===== src/u8l1_pkg.sv =====
// Package for the UTF-8 to single-byte decoder.
// Holds the transfer payload types, register indexes and decode constants.
// Depends on nothing; imported by utf8_to_latin1_decoder_unit.
package u8l1_pkg;

    // Widths of the fixed fields.
    localparam int BYTE_W      = 8;
    localparam int CODE_W      = 21;
    localparam int REMAIN_W    = 2;
    localparam int CFG_INDEX_W = 4;

    // Configuration register indexes.
    localparam logic [CFG_INDEX_W-1:0] CFG_REPLACEMENT_CHAR = 4'd0;
    localparam logic [CFG_INDEX_W-1:0] CFG_MAX_CODE_POINT   = 4'd1;

    // Register reset values.
    localparam logic [BYTE_W-1:0] REPLACEMENT_RESET = 8'd63;
    localparam logic [BYTE_W-1:0] MAX_CODE_RESET    = 8'hff;

    // Lead byte thresholds.
    localparam logic [BYTE_W-1:0] LEAD4_MIN = 8'hf0;
    localparam logic [BYTE_W-1:0] LEAD3_MIN = 8'he0;
    localparam logic [BYTE_W-1:0] LEAD2_MIN = 8'hc0;

    // Continuation bytes still expected after each kind of lead.
    localparam logic [REMAIN_W-1:0] REMAIN_NONE  = 2'd0;
    localparam logic [REMAIN_W-1:0] REMAIN_LEAD2 = 2'd1;
    localparam logic [REMAIN_W-1:0] REMAIN_LEAD3 = 2'd2;
    localparam logic [REMAIN_W-1:0] REMAIN_LEAD4 = 2'd3;

    // One input byte of the stream.
    typedef struct packed {
        logic [BYTE_W-1:0] byte_in;
        logic              last_byte;
    } dec_in_t;

    // One decoded character.
    typedef struct packed {
        logic [BYTE_W-1:0] char_out;
        logic              end_of_string;
    } dec_out_t;

endpackage


===== src/utf8_to_latin1_decoder_unit.sv =====
// Top level of the UTF-8 to single-byte decoder: sequence state, decode and
// the result register. Depends on u8l1_pkg for payload types and constants.
//
//  Channel  | Handshake             | Payload
//  ---------+-----------------------+--------------------------------------
//  input    | in_valid / in_ready   | in_item  (byte_in, last_byte)
//  output   | out_valid / out_ready | out_item (char_out, end_of_string)
//  config   | cfg_valid / cfg_ready | cfg_index, cfg_data
//
// Each byte is decoded on the transfer and its character, if any, sits in the
// result register from the next cycle on.
// One byte per cycle is sustained while the output side takes every result.
// in_ready is low only while a result is held and out_ready is low.
// Reset clears the open sequence and result valid flag, presets both config
// registers; the result data is loaded before it is first marked valid.
module utf8_to_latin1_decoder_unit
    import u8l1_pkg::*;
(
    input  logic                   clk,
    input  logic                   rst_n,
    input  logic                   in_valid,
    output logic                   in_ready,
    input  dec_in_t                in_item,
    output logic                   out_valid,
    input  logic                   out_ready,
    output dec_out_t               out_item,
    input  logic                   cfg_valid,
    output logic                   cfg_ready,
    input  logic [CFG_INDEX_W-1:0] cfg_index,
    input  logic [BYTE_W-1:0]      cfg_data
);

    logic [BYTE_W-1:0]   repl_reg;
    logic [BYTE_W-1:0]   max_code_reg;
    logic [REMAIN_W-1:0] remain_reg;
    logic [REMAIN_W-1:0] remain_next;
    logic [CODE_W-1:0]   acc_reg;
    logic [CODE_W-1:0]   acc_next;
    logic                out_valid_reg;
    dec_out_t            out_item_reg;
    logic                emit;
    dec_out_t            result;
    logic [CODE_W-1:0]   code_point;
    logic [CODE_W-1:0]   shifted;
    logic                in_xfer;

    // Configuration writes are always taken.
    assign cfg_ready = 1'b1;

    always_ff @(posedge clk or negedge rst_n)
    begin
        if (!rst_n)
        begin
            repl_reg     <= REPLACEMENT_RESET;
            max_code_reg <= MAX_CODE_RESET;
        end
        else if (cfg_valid)
        begin
            case (cfg_index)
                CFG_REPLACEMENT_CHAR: repl_reg     <= cfg_data;
                CFG_MAX_CODE_POINT:   max_code_reg <= cfg_data;
                default: ;
            endcase
        end
    end

    // A new byte is taken whenever the result register is free or draining.
    assign in_ready = !out_valid_reg || out_ready;
    assign in_xfer  = in_valid && in_ready;

    // Accumulator with the six data bits of this byte appended.
    assign shifted = {acc_reg[CODE_W-7:0], in_item.byte_in[5:0]};

    // Decode one byte against the open sequence.
    always_comb
    begin
        remain_next   = remain_reg;
        acc_next      = acc_reg;
        emit          = 1'b0;
        code_point    = {{(CODE_W-BYTE_W){1'b0}}, in_item.byte_in};
        if (remain_reg == REMAIN_NONE)
        begin
            if (in_item.byte_in >= LEAD4_MIN)
            begin
                acc_next    = {{(CODE_W-3){1'b0}}, in_item.byte_in[2:0]};
                remain_next = REMAIN_LEAD4;
            end
            else if (in_item.byte_in >= LEAD3_MIN)
            begin
                acc_next    = {{(CODE_W-4){1'b0}}, in_item.byte_in[3:0]};
                remain_next = REMAIN_LEAD3;
            end
            else if (in_item.byte_in >= LEAD2_MIN)
            begin
                acc_next    = {{(CODE_W-6){1'b0}}, in_item.byte_in[5:0]};
                remain_next = REMAIN_LEAD2;
            end
            else
            begin
                emit = 1'b1;
            end
        end
        else
        begin
            remain_next = remain_reg - REMAIN_LEAD2;
            acc_next    = shifted;
            if (remain_reg == REMAIN_LEAD2)
            begin
                code_point = shifted;
                acc_next   = '0;
                emit       = 1'b1;
            end
        end

        // Full code point is compared before it is narrowed to a byte.
        if (code_point > {{(CODE_W-BYTE_W){1'b0}}, max_code_reg})
            result.char_out = repl_reg;
        else
            result.char_out = code_point[BYTE_W-1:0];
        result.end_of_string = in_item.last_byte;

        // A string that ends inside a sequence gives one replacement character.
        if (!emit && in_item.last_byte)
        begin
            remain_next     = REMAIN_NONE;
            acc_next        = '0;
            emit            = 1'b1;
            result.char_out = repl_reg;
        end
    end

    // Sequence state advances on every input transfer.
    always_ff @(posedge clk or negedge rst_n)
    begin
        if (!rst_n)
        begin
            remain_reg <= REMAIN_NONE;
            acc_reg    <= '0;
        end
        else if (in_xfer)
        begin
            remain_reg <= remain_next;
            acc_reg    <= acc_next;
        end
    end

    // Result register.
    always_ff @(posedge clk or negedge rst_n)
    begin
        if (!rst_n)
            out_valid_reg <= 1'b0;
        else if (in_ready)
            out_valid_reg <= in_xfer && emit;
    end

    always_ff @(posedge clk)
    begin
        if (in_xfer && emit)
            out_item_reg <= result;
    end

    assign out_valid = out_valid_reg;
    assign out_item  = out_item_reg;

    // No open sequence means an empty accumulator.
    a_acc_clear: assert property (@(posedge clk) disable iff (!rst_n)
        remain_reg == REMAIN_NONE |-> acc_reg == '0)
        else $error("accumulator holds bits with no sequence open");

    // The last byte of a string always closes the sequence.
    a_last_closes: assert property (@(posedge clk) disable iff (!rst_n)
        in_xfer && in_item.last_byte |=> remain_reg == REMAIN_NONE)
        else $error("sequence still open after the last byte");

    // The last byte of a string always yields a final character.
    a_last_emits: assert property (@(posedge clk) disable iff (!rst_n)
        in_xfer && in_item.last_byte |=> out_valid && out_item.end_of_string)
        else $error("last byte gave no end-of-string character");

    // A held result blocks new input.
    a_stall_blocks: assert property (@(posedge clk) disable iff (!rst_n)
        out_valid && !out_ready |-> !in_ready)
        else $error("input taken while a result is stalled");

endmodule

===== config.mk =====
export PLATFORM = sky130hd
export DESIGN_NAME = utf8_to_latin1_decoder_unit
export DESIGN_NICKNAME = d
export VERILOG_FILES = /design/src/u8l1_pkg.sv /design/src/utf8_to_latin1_decoder_unit.sv
export SDC_FILE = /design/constraint.sdc
export NUM_CORES = 1
export LEC_CHECK = 0
export BUFFER_PORTS_ARGS = -buffer_cell sky130_fd_sc_hd__clkbuf_2
export CELL_PAD_IN_SITES_DETAIL_PLACEMENT = 0
export CELL_PAD_IN_SITES_GLOBAL_PLACEMENT = 1
export CORE_ASPECT_RATIO = 1.25
export CORE_UTILIZATION = 30
export DETAILED_ROUTE_END_ITERATION = 8
export PLACE_DENSITY = 0.66
export SYNTH_ARGS = -nofsm -noshare
export SYNTH_HDL_FRONTEND = slang
export SYNTH_SLANG_ARGS = --single-unit

===== constraint.sdc =====
create_clock -name clk -period 3.7 [get_ports clk]
set_clock_uncertainty 0.05 [all_clocks]
set_input_delay 0.555 -clock clk [delete_from_list [all_inputs] [get_ports clk]]
set_output_delay 0.555 -clock clk [all_outputs]
set_load 0.05 [all_outputs]

* Word-level counts from Yosys, hierarchy flattened
Index checks and enable logic that the tools add are counted.
Storage, ports and cells: flip-flop bits (word level) 43, output and inout port bits 12, logic and storage cells 47
Operators by class: add/sub/neg operators 1, order comparisons 4, equality and inequality tests 3, multiplexer cells 21, reduce and logical (&&, ||, !) cells 11
Operators with widths (count):
- 15-bit 2-to-1 mux | 6
- 21-bit 2-to-1 mux | 2
- 8-bit >= comparator (second input constant) | 3
- 21-bit by 8-bit > comparator with 1-bit output | 1
- 8-bit 2-to-1 mux | 2
- 2-bit 2-to-1 mux | 5
- 1-bit 2-to-1 mux | 6
- 2-bit AND reduction | 3
- 5-bit by 1-bit inequality test with 1-bit output (second input constant) | 1
- 4-bit by 1-bit equality test with 1-bit output (second input constant) | 1
- 4-bit logical NOT | 1
- 1-bit logical AND | 3
- 2-bit by 1-bit equality test with 1-bit output (second input constant) | 1
- 1-bit logical NOT | 2
- 2-bit logical NOT | 1
- 2-bit by 1-bit subtractor with 2-bit output (second input constant) | 1
- 1-bit logical OR | 1

* Depth between registers and ports, before layout
depth after elaboration 9, depth in mapped cells 8, mapped depth without buffers 8

* Worst setup path after synthesis
No wires, ideal clock.
path kind reg2reg, from register remain_reg[0], to register out_item_reg, in the netlist out_item[1], data pin, setup time 0.260 ns, data arrival time 2.521 ns, required time 3.390 ns, path slack 0.869 ns, cell stages (with the launch flop) 9, cell sequence dfrtp_1 nor2b_1 mux2_2 ha_1 a21o_1 a211oi_1 o21ai_0 a21oi_4 mux2_2
RTL lines:
- start: declaration | line utf8_to_latin1_decoder_unit.sv:35 | logic [REMAIN_W-1:0] remain_reg;
- start signal: assignment | line utf8_to_latin1_decoder_unit.sv:142 | remain_reg <= remain_next;
- end signal: assignment | line utf8_to_latin1_decoder_unit.sv:159 | out_item_reg <= result;
- end: declaration | line utf8_to_latin1_decoder_unit.sv:40 | dec_out_t out_item_reg;

==> impl_metrics.env <==
export IMPL_status="finished, final reports clean"
export IMPL_synth_simple_gate_area_frac=0.1166
export IMPL_first_pass_iters=4
export IMPL_ys_dominant_reg_cell="dfrtp_1"
export IMPL_final_layout_size_suffix_gt1_frac=0.3935
export IMPL_cts_sinks=43
export IMPL_postCtsSetupBuffers=0
export IMPL_path_max_fanout=8
export IMPL_critPathLaunchType="flip-flop"
export IMPL_synth_compound_area_frac=0.1106
export IMPL_synth_cell_area_sq_um=2059
export IMPL_clockRootBuffer="clkbuf_8"
export IMPL_ys_warnings_count=0
export IMPL_htreeDepth=2
export IMPL_hold_ws_ps=315.2
export IMPL_floorplan_initialDensity=0.3117
export IMPL_grt_pass1_vias=1411
export IMPL_setup_viol=0
export IMPL_syn_nets=210
export IMPL_ir_worst_vdd_mv=0.3363
export IMPL_n_antenna_cell=0
export IMPL_die_w_microns=76.11
export IMPL_critPathRequiredTime_ps=3700
export IMPL_ioPinCount=38
export IMPL_timing_final_crit_period_ps=3148
export IMPL_area_delta_synth_final_pct=18.83
export IMPL_path_class="flip-flop to flip-flop"
export IMPL_rsz0062_at_grt="no"
export IMPL_syn_area_per_cell_sq_um=11.70
export IMPL_largest_register_ffs=15
export IMPL_multi_input_area_sq_um=864.6
export IMPL_fin_nets=249
export IMPL_dr_first_iter_drc_count=42
export IMPL_ys_ff_latch=43
export IMPL_grt_pass1_wl_mm=6.803
export IMPL_finalHoldViolations=0
export IMPL_hp_class="input port to asynchronous set/reset pin"
export IMPL_synthMuxAreaShare=0.1422
export IMPL_drv_slew=0
export IMPL_tritoncts="done"
export IMPL_cts_buffer_depth=2
export IMPL_power_total_mw=1.295
export IMPL_grt_overflow_total=0
export IMPL_num_rows=33
export IMPL_syn_inst=176
export IMPL_insertion_delay_ps=290
export IMPL_route_detailed_drc=0
export IMPL_viasPerCell=4.693
export IMPL_die_area_sq_um=7202
export IMPL_yosysSeqAreaShare=0.5529
export IMPL_max_cap_violations=0
export IMPL_synth_top_family_by_area="multiplexers"
export IMPL_cellLeakagePower_nw=1.080
export IMPL_num_fill_cells=702
export IMPL_pwr_density_cell_nw_per_um2=529.1
export IMPL_worst_pin_slew_ps=965.1
export IMPL_placedCellCount=295
export IMPL_instances_no_fill=303
export IMPL_synth_edf_count=9
export IMPL_synth_adder_area_share=0.04860
export IMPL_max_slew_margin_rel=0.3513
export IMPL_yosys_area_top_type="dfrtp_1"
export IMPL_synthArstFlopShare=0.7907
export IMPL_cts_hold_buf=0
export IMPL_yosysMostFrequentCell="nand2_1"
export IMPL_max_freq_mhz=317.6
export IMPL_dp_hpwl_mm=3.212
export IMPL_avgRoutedWirePerCell_microns=13.97
export IMPL_antenna_left=0
export IMPL_cts_buffers=5
export IMPL_arrival_ps=3140
export IMPL_wirelength_mm=4.233
export IMPL_clk_pin_slew_ps=80
export IMPL_gp_congestion=0.7712
export IMPL_finalSetupTns_ps=0
export IMPL_portBuffers=36
export IMPL_vias=1422
export IMPL_die_h_microns=94.64
export IMPL_fin_crit_sh=0.8509
export IMPL_ctsResizeCount=0
export IMPL_synth_area_top_cells="dfrtp_1 24%, dfstp_2 18%, edfxtp_1 13%"
export IMPL_netlist_top_cells_count="27 x nand2_1, 24 x mux2_2, 20 x dfrtp_1"
export IMPL_grt_max_degree=35
export IMPL_grtUsageTotal=0.1260
export IMPL_core_area_sq_um=6606
export IMPL_fin_util=0.3705
export IMPL_register_area_sq_um=1139
export IMPL_synth_distinct_cells=33
export IMPL_yosysTopAreaCellShare=0.2430
export IMPL_synth_xor_area_frac=0
export IMPL_antenna_found_initial=0
export IMPL_endpoint_kind="flip-flop"
[metrics by stage]
| step | instance area, sq um | setup WS [ps] |
|---|---|---|
| after floorplan | 2059 | 868.7 |
| after global placement | 2330 | 621.0 |
| after detailed placement | 2330 | 542.8 |
| after CTS | 2447 | 532.2 |
| after global routing | 2447 | 394.3 |
| final | 2447 | 551.6 |
[cell usage in the layout (no fill, tap or decap), types with 2 or more instances in the layout]
cell type and count:
nor2_1 8, or4_1 2, a22o_1 4, nor2b_1 2, nand4_1 2, mux2_2 24
nand2_1 27, inv_1 10, o21ai_0 16, edfxtp_1 9, a21oi_1 2, dfstp_2 14
dfrtp_1 20, mux2_1 2, nor3_1 3, clkbuf_2 36, a21o_1 3, ha_1 8
nand2b_1 4, clkbuf_8 6
[path summary, 6_finish.rpt]
kind / from / endpoint / slack (ps) / cells after the start
worst max-delay path: remain_reg[0] / out_item[1] / 550 / 8
max in group asynchronous: rst_n / repl_reg[6] / 2760 / 1
worst min-delay path: rst_n / acc_reg[4] / 320 / 1
worst min register to register: acc_reg[9] / acc_reg[9] / 420 / 2
min in group clk: acc_reg[9] / acc_reg[9] / 420 / 2
worst max register to register: remain_reg[0] / out_item[1] / 550 / 8
[layer usage]
metal,routed length [microns],global-route usage
met1,1778,0.1411
met3,106,0.03188
met5,0,0
met4,24,0.04327
met2,2323,0.2333
[layout make-up]
class	instances	share of cell area
Inverter	10	0.01534
Clock inverter	2	0.01431
Sequential cell	43	0.4652
Multi-Input combinational cell	119	0.3533
Tap cell	87	0.04448
Clock buffer	6	0.03374
Timing Repair Buffer	36	0.07362
[critical path: stages, from the launching register on]
cell      delay [ps]
dfrtp_1          430
nor2b_1          410
mux2_2           400
ha_1             310
a21o_1           190
a211oi_1         230
o21ai_0          180
a21oi_4          330
mux2_2           380
[power by group]
group	total [mW]	internal [mW]	switching [mW]
logic	0.299	0.128	0.171
registers	0.622	0.586	0.0359
clock network	0.374	0.218	0.155
total	1.29	0.932	0.363
[cells by family (layout without fill, tap and decap cells)]
logic type | after synthesis | after routing
other | 1 | 1
flip-flops | 43 | 43
multiplexers | 26 | 26
adder cells (fa/ha/maj) | 8 | 8
AO/OA/AOI/OAI | 33 | 33
AND/OR/NAND/NOR | 51 | 51
buffers and inverters | 14 | 54
(Power assumes the default switching activity.)
